### src/hw/rtl/chr_pkg.sv
// shared types and constants for the consistent hash ring
// no dependencies; used by chr_cell, consistent_hash_ring and chr_checker
package chr_pkg;

  localparam int N_CELLS = 64;
  localparam int HASH_W  = 32;
  localparam int ID_W    = 16;

  // operation codes
  typedef enum logic [1:0] {
    OP_ADD    = 2'd0,
    OP_ERASE  = 2'd1,
    OP_LOOKUP = 2'd2
  } op_t;

  // result status codes
  typedef enum logic [2:0] {
    ST_OK      = 3'd0,
    ST_DUP     = 3'd1,
    ST_FULL    = 3'd2,
    ST_MISSING = 3'd3,
    ST_EMPTY   = 3'd4
  } status_t;

  typedef struct packed {
    logic [1:0]        op;
    logic [HASH_W-1:0] item_hash;
    logic [15:0]       node_id;
  } chr_in_t;

  typedef struct packed {
    logic [2:0]  status;
    logic [15:0] result_node;
  } chr_out_t;

  // one ring entry as seen by neighbor cells
  typedef struct packed {
    logic              valid;
    logic [HASH_W-1:0] hash;
    logic [ID_W-1:0]   id;
  } chr_entry_t;

  // registered compare flags of one cell
  typedef struct packed {
    logic ge;
    logic eq;
  } chr_flag_t;

  // control broadcast from the sequencer to every cell
  typedef struct packed {
    logic cap;
    logic ins;
    logic del;
  } chr_cmd_t;

endpackage

### src/hw/rtl/chr_cell.sv
// one ring cell: holds an entry, compares it to the key, shifts with neighbors
// depends on chr_pkg
module chr_cell (
  input  logic                         clk,
  input  logic                         rst_n,
  input  chr_pkg::chr_cmd_t            cmd,
  input  logic [chr_pkg::HASH_W-1:0]   key,
  input  logic [chr_pkg::ID_W-1:0]     key_id,
  input  chr_pkg::chr_entry_t          left_ent,
  input  chr_pkg::chr_flag_t           left_flag,
  input  chr_pkg::chr_entry_t          right_ent,
  output chr_pkg::chr_entry_t          ent,
  output chr_pkg::chr_flag_t           flag
);
  import chr_pkg::*;

  logic              valid_r, valid_nxt;
  logic [HASH_W-1:0] hash_r, hash_nxt;
  logic [ID_W-1:0]   id_r, id_nxt;
  chr_flag_t         flag_r, flag_nxt;
  logic              at_or_after;
  logic              left_at_or_after;

  assign ent  = '{valid: valid_r, hash: hash_r, id: id_r};
  assign flag = flag_r;

  // position test: this slot lies at or beyond the sorted insert point
  assign at_or_after      = flag_r.ge || !valid_r;
  assign left_at_or_after = left_flag.ge || !left_ent.valid;

  // compare, then shift right on insert or left on erase
  always_comb begin
    valid_nxt = valid_r;
    hash_nxt  = hash_r;
    id_nxt    = id_r;
    flag_nxt  = flag_r;
    if (cmd.cap) begin
      flag_nxt.ge = valid_r && (hash_r >= key);
      flag_nxt.eq = valid_r && (hash_r == key);
    end
    if (cmd.ins) begin
      if (left_at_or_after) begin
        valid_nxt = left_ent.valid;
        hash_nxt  = left_ent.hash;
        id_nxt    = left_ent.id;
      end else if (at_or_after) begin
        valid_nxt = 1'b1;
        hash_nxt  = key;
        id_nxt    = key_id;
      end
    end else if (cmd.del) begin
      if (flag_r.ge) begin
        valid_nxt = right_ent.valid;
        hash_nxt  = right_ent.hash;
        id_nxt    = right_ent.id;
      end
    end
  end

  always_ff @(posedge clk) begin
    if (!rst_n) begin
      valid_r <= 1'b0;
    end else begin
      valid_r <= valid_nxt;
    end
  end

  // entry payload and flags need no reset
  always_ff @(posedge clk) begin
    hash_r <= hash_nxt;
    id_r   <= id_nxt;
    flag_r <= flag_nxt;
  end

endmodule

### config.mk
export PLATFORM = sky130hd
export DESIGN_NAME = chr_cell
export DESIGN_NICKNAME = d
export VERILOG_FILES = /design/src/hw/rtl/chr_pkg.sv /design/src/hw/rtl/chr_cell.sv
export SDC_FILE = /design/constraint.sdc
export NUM_CORES = 1
export LEC_CHECK = 0
export BUFFER_PORTS_ARGS = -buffer_cell sky130_fd_sc_hd__buf_4
export CAP_MARGIN = 20
export CORE_UTILIZATION = 48
export CTS_BUF_LIST = sky130_fd_sc_hd__clkbuf_8 sky130_fd_sc_hd__clkbuf_16
export CTS_CLUSTER_DIAMETER = 120
export DETAILED_ROUTE_END_ITERATION = 10
export PLACE_DENSITY = 0.95
export SLEW_MARGIN = 0
export SYNTH_ARGS = -nofsm -noshare
export SYNTH_HDL_FRONTEND = slang
export SYNTH_SLANG_ARGS = --single-unit
### constraint.sdc
create_clock -name clk -period 9.8 [get_ports clk]
set_input_delay 1.96 -clock clk [delete_from_list [all_inputs] [get_ports clk]]
set_output_delay 1.96 -clock clk [all_outputs]
set_load 0.005 [all_outputs]
==> results of run 1 <==
## Yosys cell counts, types with 2 or more instances
library cell  number
nor2_1            49
clkbuf_1           7
a21oi_1           60
o31ai_1            2
nor2b_1            3
ha_1              32
and4_1             2
buf_1              3
a21boi_0           4
buf_2              2
a21o_1             4
buf_6              2
nand4_1            5
mux2i_1           49
nand3_1            6
edfxtp_1          50
inv_1             35
buf_4              4
## layout make-up
class / instances / area [sq um] / area share [%]
clock buffer: 5 / 68.82 / 1.351
clock inverter: 3 / 43.79 / 0.8595
inverter: 35 / 131.4 / 2.579
multi-input combinational: 227 / 1678 / 32.93
sequential: 51 / 1521 / 29.86
tap: 96 / 120.1 / 2.358
timing repair buffer: 204 / 1531 / 30.06
## metrics by stage
step                setup WS, ns  power (mW)
finish                     5.752      0.5889
global route               5.610      0.6192
CTS                        5.751      0.5941
detailed placement         5.420      0.4471
global placement           5.501      0.4372
floorplan                  4.415      0.3512
## critical path: stages
cell	delay, ns
buf_4	0.68
a21oi_1	0.21
a31oi_4	0.63
buf_4	0.50
## layout by cell type, fill, tap and decap left out, drive strengths merged, types with 4 or more instances in the layout
master    n
buf     204
a21oi    60
edfxtp   50
mux2i    49
nor2     49
inv      35
ha       32
nand3     6
nand4     6
clkbuf    5
a21boi    4
a21o      4
## power by group
group	switching, mW	internal (mW)	total, mW
sequential	0.00971	0.265	0.274
clock	0.0714	0.0762	0.148
combinational	0.0726	0.0945	0.167
## logic make-up (layout without fill, tap and decap cells)
logic type	Yosys count	after routing	share of synthesized area, %
AND/OR/NAND/NOR	71	71	10.02
adder cells (fa/ha/maj)	32	32	11.75
flip-flops	51	51	44.64
buffers and inverters	53	247	6.792
multiplexers	49	49	14.39
AO/OA/AOI/OAI	75	75	12.41
## worst paths after layout
path,start,endpoint,slack (ns),depth (start not counted)
setup / recovery,cmd[1],hash_r[16],5.75,4
hold / removal,valid_r,valid_r,0.58,2
setup reg to reg,hash_r[14],flag[1],7.67,6
hold reg to reg,valid_r,valid_r,0.58,2
## registers in the layout (all words and copies together) (netlist names)
register,count
flag,2
valid_r,1
id_r,16
hash_r,32
## per-layer routing
layer / GRT usage, % / share of wire, %
met3: 6.571 / 6.9
met1: 26.35 / 37
met5: 0 / 0
met2: 49.06 / 54
met4: 6.970 / 1.7
==> results, run 1 <==
- The power density over cell area is 115.6 mW/mm^2.
- The worst clock skew is between 0.009 and 0.01 ns.
- The final wirelength is 9401 um.
- The final max-slew violation count is 0.
- The worst path arrival time is roughly 4.0 ns.
- The number of nets in the finished design is roughly 710.
- The CTS root buffer is clkbuf_8.
- The wire length of the first global-routing pass is 14480 um.
- During synthesis, Yosys emitted a total of 0 warnings.
- Ranked by total cell area, the synthesized netlist is headed by edfxtp_1, mux2i_1, ha_1, a21oi_1, nor2_1.
- The clock passes through at most 2 buffers.
- Setup violations remaining at the end of the flow were counted as 0.
- Setup repair after global routing left no endpoint under its margin.
- Counting every net in the synthesized netlist gives 516.
- The final-layout worst hold slack is 0.5784 ns.
- The initial antenna violation count is 0.
- The die covers 0.007442 sq mm.
- The floorplan has 30 rows.
- The signed area change from the synthesized netlist to the final layout is 49.49%.
- In the final routed layout, each cell accounts on average for 15.14 um.
- For this run, the top clock speed supported by timing is 247.1 MHz.
- The detailed router finished its first iteration with 83 violations.
- The largest net degree at the start of global routing is 99.
- The die is 86.27 um tall.
- The reported max-cap violation count is 0.
- Global routing finished with a remaining overflow of 0.
- The most frequently used flop master after synthesis is edfxtp_1.
- The fraction of layout instances using a drive strength above 1 is about two fifths.
- Across the VDD grid, the largest voltage drop is 0.00006579 V.
- The type of the setup path with the least slack is primary input to flop.
- The placeable core area is 0.006832 sq mm.
- The total global-route track usage is between 20 and 30%.
- The worst path in the final design needs a cycle of 4.048 ns, including I/O delays and setup.
- The worst setup path is launched from a primary input.
- The cell area that synthesis handed to floorplanning was 0.003408 sq mm.
- The detail route stage leaves a number of antenna-violating nets equal to 0.
- The data required time at the worst endpoint is around 9.8 ns.
- The count of different cell masters after synthesis is 30.
- For this design the static power due to leakage is 2.436 nW.
- Once layout is complete, the utilization of the core stands at around three quarters.
- The congestion estimate from routability-driven global placement came to approximately 0.8.
- The clock tree from TritonCTS is yes.
- The top fanout value on the critical path is between 90 and 100.
- The finished layout cell area is roughly 0.0051 sq mm.
- The number of clock buffers inserted by TritonCTS is 5.
- The headroom to the max-slew limit is 41.15%.
- The kind of path behind the tightest hold check is flop to flop.
- The buffer count from post-CTS setup fixing is 0.
- The number of inserted diodes is 0.
- The post-cts hold buffer count is 0.
- The number of iterations in the first detailed-routing pass is 5.
- After synthesis the netlist holds a flip-flop and latch count of 51.
- The placed wire-length estimate after detailed placement is 7514 um.
- Counting flops with an async set or reset pin after synthesis yields a share of 0%.
- Post-CTS repair changed the size of 0 cells.
- STA classifies the critical path endpoint as a flop.
- The count of boundary I/O pins is 204.
- After the flow finishes, the layout carries non-filler instances totaling around 620.
- After detailed routing, the number of remaining DRC violations is 0.
- In this run the biggest area consumer among cell types represents between 40% and 50% of the synthesized area.
- Summing the sequential cell areas from Yosys gives between 40 and 50% of the chip area.
- The mean post-synth cell area is approximately 10 sq um.
- The number of buffer cells added on primary ports is 202.
- CTS built an H-tree with a depth of 2.
- The largest area contributor in the synthesized netlist is edfxtp_1.
- In the synthesized netlist, the number of instances is 331.
- The tree built by TritonCTS fans out to 51 sinks.
- The die span in x is 86.27 um.
- The number of placed instances, taps included, is 613.
- The hold violation total from the final report was 0.
- The aggregate negative setup slack is 0 ns.
- Counting the fill cells in the layout gives 494.
- The share of the cycle needed by the critical path after routing is 41.30%.
- The synthesized design contains 50 enable-type register cells.
- The run finished with clean final reports.
- The overall via count from detail_route is about 3200.
- Clock-pin slew was measured on the worst setup and hold paths at 0.10 ns.
- The via count of the first global-routing pass is 3254.
- After detailed placement, the total cell area comes to 0.004982 sq mm.
- In the routed layout, each cell is associated on average with a via count of slightly above 5.
- For the pin with the worst max-slew slack, the measured transition is 0.8827 ns.
- The clock insertion delay at the later pin of the skew report is 0.30 ns.
- The initial utilization of the core area, before any placement, comes to 49.89%.
(Power assumes the default switching activity.)
==> run 2: changes to the inputs <==
--- a/config.mk
+++ b/config.mk
@@ -7,11 +7,11 @@
 export LEC_CHECK = 0
 export BUFFER_PORTS_ARGS = -buffer_cell sky130_fd_sc_hd__buf_4
 export CAP_MARGIN = 20
-export CORE_UTILIZATION = 48
+export CORE_UTILIZATION = 44
 export CTS_BUF_LIST = sky130_fd_sc_hd__clkbuf_8 sky130_fd_sc_hd__clkbuf_16
 export CTS_CLUSTER_DIAMETER = 120
 export DETAILED_ROUTE_END_ITERATION = 10
-export PLACE_DENSITY = 0.95
+export PLACE_DENSITY = 0.93
 export SLEW_MARGIN = 0
 export SYNTH_ARGS = -nofsm -noshare
 export SYNTH_HDL_FRONTEND = slang
==> constraint.sdc (replaced) <==
create_clock -name clk -period 3.97 [get_ports clk]
set_input_delay 0.794 -clock clk [delete_from_list [all_inputs] [get_ports clk]]
set_output_delay 0.794 -clock clk [all_outputs]
set_load 0.005 [all_outputs]
==> results, run 2 (same netlist as run 1, synthesis figures left out) <==
- Status: finished clean (unchanged).
- The maximum vdd ir drop is 0.0001545 V (was 0.00006579 V).
- The cell depth of the worst flop-to-flop path is 6 (unchanged).
- The startpoint class of the critical path is a primary input (unchanged).
- The reported max-cap violation count is 0 (unchanged).
- The depth of the CTS H-tree came to 2 (unchanged).
- In the finished design, the share of the clock period the worst path needs comes to 56.41%.
- The final worst-path setup slack is 1.731 ns (was 5.752 ns).
- The fill cell instance count of the final layout is 580 (was 494).
- The number of buffer cells added on primary ports is 202 (unchanged).
- The die span in x was 90.01 um (was 86.27 um).
- The actual slew at the worst max-slew pin is 0.9141 ns (was 0.8827 ns).
- The largest net degree at the start of global routing is 96 (was 99).
- The aggregate negative setup slack came to 0 ns (unchanged).
- The final max-slew violation count is 0 (unchanged).
- The signed area change from the synthesized netlist to the final layout was 48.97% (was 49.49%).
- The wire length of the first global-routing pass is 15300 um (was 14480 um).
- The die area is 0.008102 sq mm (was 0.007442 sq mm).
- The CTS root buffer is clkbuf_8 (unchanged).
- The initial antenna violation count was 0 (unchanged).
- The average wire length per cell after detail routing was 15.00 um (was 15.14 um).
- The power density over cell area was 271.5 mW/mm^2 (was 115.6 mW/mm^2).
- The via count of the first global-routing pass is 3374 (was 3254).
- Most frequent cells in the layout: buf_4, a21oi_1, edfxtp_1 (unchanged).
- The smallest clock period supported by the final layout is computed as 2.239 ns.
- The overall via count from detail_route is 3196 (was 3183).
- The kind of end point of the critical path is a flop (unchanged).
- The number of clock sinks seen by CTS is 51 (unchanged).
- The core occupancy in the finished layout was 68.90% (was 74.58%).
- The worst-case clock buffer depth came to 2 (unchanged).
- RSZ-0062 raised after global routing: no (unchanged).
- The number of routed nets with antenna violations is 0 (unchanged).
- The static power due to leakage is 2.422 nW (was 2.436 nW).
- The starting utilization of the core area came to 46.25% (was 49.89%).
- The number of inserted diodes is 0 (unchanged).
- The clock transition time at the flip-flop clock pins of the worst setup and hold paths is 0.10 ns (about the same).
- The instance count along the most critical hold path is 2 (unchanged).
- The residual overflow from global routing is 0 (unchanged).
- For this run, the top clock speed supported by timing is 446.6 MHz.
- The top fanout value on the critical path came to 2 (was 98).
- The number of clock buffers inserted by TritonCTS came to 5 (unchanged).
- The overall die height is 90.01 um (was 86.27 um).
- The worst clock skew came to 0.009128 ns (was 0.009866 ns).
- The final-layout worst hold slack is 0.5910 ns (was 0.5784 ns).
- The clock tree from TritonCTS is yes (unchanged).
- The fraction of layout instances using a drive strength above 1 is 41.06% (was 41.33%).
- The final wirelength is 9377 um (was 9401 um).
- The first-iteration detailed-routing DRC count came to 71 (was 83).
- The number of iterations in the first detailed-routing pass was 4 (was 5).
- The number of flip-flops under the largest register name is 32 (unchanged).
- The hold violation total from the final report is 0 (unchanged).
- The count of boundary I/O pins is 204 (unchanged).
- The buffer count from post-CTS setup fixing is 0 (unchanged).
- The post-detailed-route DRC marker count is 0 (unchanged).
- The kind of path behind the tightest hold check was flop to flop (unchanged).
- The pre-CTS worst setup slack is 1.404 ns (was 5.420 ns).
- The post-CTS resize count is 0 (unchanged).
- The final setup violation count is 0 (unchanged).
- The number of nets in the finished design is 710 (was 709).
- The placed wire-length estimate after detailed placement is 7551 um (was 7514 um).
- The data required time at the worst endpoint came to 4.00 ns (was 9.76 ns).
- The placeable core area is 0.007370 sq mm (was 0.006832 sq mm).
- The headroom to the max-slew limit is 39.06% (was 41.15%).
- The clock insertion delay at the later pin of the skew report is 0.30 ns (about the same).
- The most common library cell in the layout ignoring fill and taps is buf_4 (unchanged).
- The vias per cell was 5.114 (was 5.126).
- The cell row count is 31 (was 30).
- The total global-route track usage is 23.49% (was 25.15%).
- The type of the setup path with the least slack is primary input to flop (unchanged).
- The post-cts hold buffer count is 0 (unchanged).
- The largest register by flop count was hash_r (unchanged).
- The worst path arrival time is 2.27 ns (was 4.01 ns).
- The placer's final routability congestion estimate is 0.7947 (was 0.8049).
==> run 2: cell count changes in the layout (fill, tap and decap cells not counted) <==
cell        previous run  this run
buf_4                204       205
clkinvlp_4             0         1
bufinv_16              1         0
clkinv_2               1         0
clkinv_1               0         2
clkinv_4               1         0
==> run 2: path summary, 6_finish.rpt <==
path,start,to,slack [ns]
min reg2reg,valid_r,valid_r,0.59
max reg2reg,hash_r[27],flag[1],1.94
min,valid_r,valid_r,0.59
max,key[5],flag[1],1.73
==> run 2: where the power goes <==
group	internal, mW	total, mW	switching, mW	leakage, nW
logic	0.234	0.412	0.178	1.89
clock network	0.120	0.290	0.169	0.0392
registers	0.653	0.677	0.0237	0.495
==> run 2: critical path, stage by stage <==
cell and delay, ns:
buf_4 0.08, inv_1 0.04, ha_1 0.30, a21o_1 0.18
nand3_1 0.08, a21oi_1 0.07, o311ai_0 0.54, a41oi_2 0.19
==> run 2: final cells by class <==
cell class / instances / area [sq um] / area share (%)
sequential: 51 / 1521 / 29.97
multi-input combinational: 227 / 1678 / 33.05
clock inverter: 3 / 15.01 / 0.2957
clock buffer: 5 / 68.82 / 1.355
inverter: 35 / 131.4 / 2.587
tap: 99 / 123.9 / 2.440
timing repair buffer: 205 / 1539 / 30.31
==> run 2: stage by stage <==
stage	area (sq um)	instances	power [mW]
after global routing	5077	625	1.456
after floorplan	3415	331	0.8661
after CTS	5077	625	1.392
final	5077	625	1.379
after global placement	4994	617	1.081
after detailed placement	4994	617	1.103
==> run 2: layer usage <==
metal,share of wire (%),up-vias,global-route usage [%]
met2,52,148,44.97
met5,0,-,0
met3,7.0,18,5.753
met1,39,1438,24.76
li1,-,1592,-
met4,2.2,0,8.065
==> run 3: changes to the inputs <==
--- a/config.mk
+++ b/config.mk
@@ -5,9 +5,10 @@
 export SDC_FILE = /design/constraint.sdc
 export NUM_CORES = 1
 export LEC_CHECK = 0
+export ABC_AREA = 1
 export BUFFER_PORTS_ARGS = -buffer_cell sky130_fd_sc_hd__buf_4
 export CAP_MARGIN = 20
-export CORE_UTILIZATION = 44
+export CORE_UTILIZATION = 45
 export CTS_BUF_LIST = sky130_fd_sc_hd__clkbuf_8 sky130_fd_sc_hd__clkbuf_16
 export CTS_CLUSTER_DIAMETER = 120
 export DETAILED_ROUTE_END_ITERATION = 10
==> constraint.sdc (replaced) <==
create_clock -name clk -period 2.3 [get_ports clk]
set_input_delay 0.46 -clock clk [delete_from_list [all_inputs] [get_ports clk]]
set_output_delay 0.46 -clock clk [all_outputs]
set_load 0.005 [all_outputs]
==> results, run 3 <==
- The data required time at the worst endpoint is 2.36 ns (was 4.00 ns).
- The final non-filler cell total is 724 (was 625).
- The count of boundary I/O pins is 204 (unchanged).
- The most numerous cell type found on the critical path is nand2_1.
- The top fanout value on the critical path was 2 (unchanged).
- The share of power burned in combinational logic is 28.9% (was 29.9%).
- The number of inserted diodes came to 0 (unchanged).
- The mean post-synth cell area is 8.499 sq um (was 10.30 sq um).
- The worst-path cell with the longest stage delay is edfxtp_1 (was o311ai_0).
- The kind of path behind the tightest hold check is primary input to flop (was flop to flop).
- The worst-case clock buffer depth was 2 (unchanged).
- Largest cells by area after synthesis: edfxtp_1, nand2_1, ha_1, a31oi_2, nor2_1 (was edfxtp_1, mux2i_1, ha_1, a21oi_1, nor2_1).
- The post-detailed-route DRC marker count was 0 (unchanged).
- The clock tree from TritonCTS is yes (unchanged).
- The register-to-register setup slack is 0.70 ns (was 1.94 ns).
- RSZ-0062 raised after global routing: no (unchanged).
- The gate count after technology mapping is 429 (was 331).
- The type of the setup path with the least slack was flop to flop (was primary input to flop).
- The largest register by flop count is hash_r (unchanged).
- The number of iterations in the first detailed-routing pass came to 4 (unchanged).
- The signed area change from the synthesized netlist to the final layout is 46.88% (was 48.97%).
- The proportion of power drawn by the clock network is 27.2% (was 21.0%).
- The number of clock sinks seen by CTS is 51 (unchanged).
- The placer's final routability congestion estimate was 0.8270 (was 0.7947).
- The worst stage delay on the critical path is 0.41 ns (was 0.54 ns).
- Crit-path cells: ha_1 -> a21oi_1 -> nor2_1 -> nor2_1 -> nand2_1 -> nand2_1 -> nand2_1 -> nand2_1 -> a21oi_1 (was buf_4 -> inv_1 -> ha_1 -> a21o_1 -> nand3_1 -> a21oi_1 -> o311ai_0 -> a41oi_2).
- The finished layout cell area is 0.005355 sq mm (was 0.005077 sq mm).
- The critical register-to-register path endpoint is flag[1] (unchanged).
- The power density over cell area is 499.6 mW/mm^2 (was 271.5 mW/mm^2).
- The largest net degree at the start of global routing is 61 (was 96).
- The clock transition time at the flip-flop clock pins of the worst setup and hold paths is 0.10 ns (about the same).
- The number of register bits inferred by synthesis came to 51 (unchanged).
- The die span in x is 92.01 um (was 90.01 um).
- Most frequent cells in the layout: buf_4, nand2_1, nor2_1 (was buf_4, a21oi_1, edfxtp_1).
- The starting utilization of the core area is 46.94% (was 46.25%).
- The final wirelength is 9993 um (was 9377 um).
- The share of total power in sequential cells is 43.8% (was 49.1%).
- The area of the mapped netlist is 0.003646 sq mm (was 0.003408 sq mm).
- The aggregate negative setup slack is 0 ns (unchanged).
- Timing would allow up to roughly 620 MHz.
- The overall via count from detail_route is 3607 (was 3196).
- The proportion of netlist area held by the largest area contributor came to 41.18% (was 44.05%).
- The reported max-cap violation count is 0 (unchanged).
- The startpoint of the lowest-slack register-to-register path was hash_r[5] (was hash_r[27]).
- The final setup violation count is 0 (unchanged).
- The worst path arrival time is 1.66 ns (was 2.27 ns).
- The switching power is 0.7000 mW (was 0.3715 mW).
- The worst clock skew was 0.005018 ns (was 0.009128 ns).
- The total cell area at the placement stage was 0.005223 sq mm (was 0.004994 sq mm).
- The overall die height came to 92.01 um (was 90.01 um).
- The fraction of layout instances using a drive strength above 1 is 42.77% (was 41.06%).
- Status: finished clean (unchanged).
- The static power due to leakage is 2.616 nW (was 2.422 nW).
- The startpoint class of the critical path is a flop (was primary input).
- The number of nets in the finished design was 806 (was 710).
- The number of flip-flops under the largest register name is 32 (unchanged).
- The core occupancy in the finished layout is 68.94% (was 68.90%).
- The die area came to 0.008466 sq mm (was 0.008102 sq mm).
- The number of cells after detailed placement was 716 (was 617).
- Top cells by instance count after synthesis: nand2_1, nor2_1, edfxtp_1 (was a21oi_1, edfxtp_1, mux2i_1, nor2_1, inv_1).
- The share of synthesized area occupied by flip-flops and latches was 41.73% (was 44.64%).
- The first-iteration detailed-routing DRC count is 97 (was 71).
- The depth of the CTS H-tree is 2 (unchanged).
- The total global-route track usage is 23.80% (was 23.49%).
- The residual overflow from global routing is 0 (unchanged).
- The most common library cell in the layout ignoring fill and taps is buf_4 (unchanged).
- The share of flip-flops with an asynchronous set or reset after synthesis is 0% (unchanged).
- The largest area contributor in the synthesized netlist is edfxtp_1 (unchanged).
- The cell-internal power is 1.976 mW (was 1.007 mW).
- The yosys synthesis warning count was 0 (unchanged).
- The headroom to the max-slew limit is 45.16% (was 39.06%).
- The placed wire-length estimate after detailed placement is 7915 um (was 7551 um).
- The post-cts hold buffer count is 0 (unchanged).
- The share of total power consumed by net switching was 26.16% (was 26.95%).
- The number of synthesized flops with an enable pin is 50 (unchanged).
- The initial antenna violation count came to 0 (unchanged).
- The cell depth of the worst flop-to-flop path is 9 (was 6).
- The final max-slew violation count is 0 (unchanged).
- The CTS root buffer is clkbuf_8 (unchanged).
- The maximum vdd ir drop is 0.0002826 V (was 0.0001545 V).
- The minimum period implied by the final worst setup slack is 1.602 ns.
- The wire length of the first global-routing pass is 16020 um (was 15300 um).
- The count of different cell masters after synthesis is 23 (was 30).
- The number of buffer cells added on primary ports came to 202 (unchanged).
- The terminating pin of the worst hold path is flag[0] (was valid_r).
- The library cell with the highest instance count after synthesis is nand2_1 (was a21oi_1).
- The hold violation total from the final report is 0 (unchanged).
- The buffer count from post-CTS setup fixing is 0 (unchanged).
- The average wire length per cell after detail routing was 13.80 um (was 15.00 um).
- The post-CTS resize count is 0 (unchanged).
- The share of the cycle needed by the critical path after routing is 69.64%.
- The most frequently used flop master after synthesis is edfxtp_1 (unchanged).
- The actual slew at the worst max-slew pin is 0.8214 ns (was 0.9141 ns).
- The clock insertion delay at the later pin of the skew report is 0.30 ns (about the same).
- The vias per cell is 4.982 (was 5.114).
- The start point of the worst hold path was cmd[2] (was valid_r).
- The instance count along the most critical hold path is 1 (was 2).
- The number of routed nets with antenna violations is 0 (unchanged).
- The via count of the first global-routing pass is 3640 (was 3374).
- The number of clock buffers inserted by TritonCTS is 5 (unchanged).
- The placeable core area is 0.007767 sq mm (was 0.007370 sq mm).
- The net count after synthesis is 614 (was 516).
- The cell row count is 32 (was 31).
- The kind of end point of the critical path is a flop (unchanged).
[run 3: final cells by class]
class | count | area, sq um
Fill cell | 639 | 2412
Tap cell | 102 | 127.6
Timing Repair Buffer | 207 | 1579
Inverter | 46 | 172.7
Sequential cell | 51 | 1521
Clock buffer | 5 | 68.82
Clock inverter | 3 | 63.81
Multi-Input combinational cell | 310 | 1822
[run 3: cell families (layout without fill, tap and decap cells)]
group	count (synthesis)	count (layout)	share of synthesized area, %
adders and majority gates	32	32	10.98
and+or+nand+nor	208	208	23.71
AOI/OAI and AO/OA	70	70	14.96
buffers and inverters	68	261	8.614
DFF	51	51	41.73
[run 3: metrics by stage]
step / setup WS, ns / hold WS [ns] / total power, mW
after CTS: 0.6921 / 0.3553 / 2.701
after detailed placement: 0.4898 / 0.5253 / 1.971
after global routing: 0.4880 / 0.3454 / 2.827
after floorplan: 0.3679 / 0.4898 / 1.551
final: 0.6982 / 0.3672 / 2.676
after global placement: 0.5022 / 0.5094 / 1.935
[run 3: power groups by stage]
stage	registers (mW)	logic (mW)	clock network, mW
floorplan	1.20	0.354	0
detailed placement	1.19	0.777	0
CTS	1.17	0.780	0.748
global route	1.18	0.863	0.781
global placement	1.19	0.747	0
finish	1.17	0.774	0.728
[run 3: how the worst max path moves through the flow]
stage / from / to / slack, ns / cells past startpoint
global placement: key[31] / flag[1] / 0.50 / 10
detailed placement: left_ent[48] / hash_r[11] / 0.49 / 6
floorplan: cmd[1] / hash_r[0] / 0.37 / 3
CTS: hash_r[27] / flag[1] / 0.69 / 7
finish: hash_r[5] / flag[1] / 0.70 / 9
global route: hash_r[5] / flag[1] / 0.49 / 9
[run 3: routing by layer]
metal	vias up	routed length, um	global-route usage [%]
li1	1810	-	-
met1	1641	3773	25.21
met2	140	5471	46.27
met3	16	565	5.058
met4	0	183	7.552
met5	-	0	0
[run 3: worst max-delay path: cells and delay by family, from the launching register on]
kind,cells,cell delay [ns]
DFF,1,0.41
AOI/OAI and AO/OA,2,0.25
and+or+nand+nor,6,0.38
adders and majority gates,1,0.31
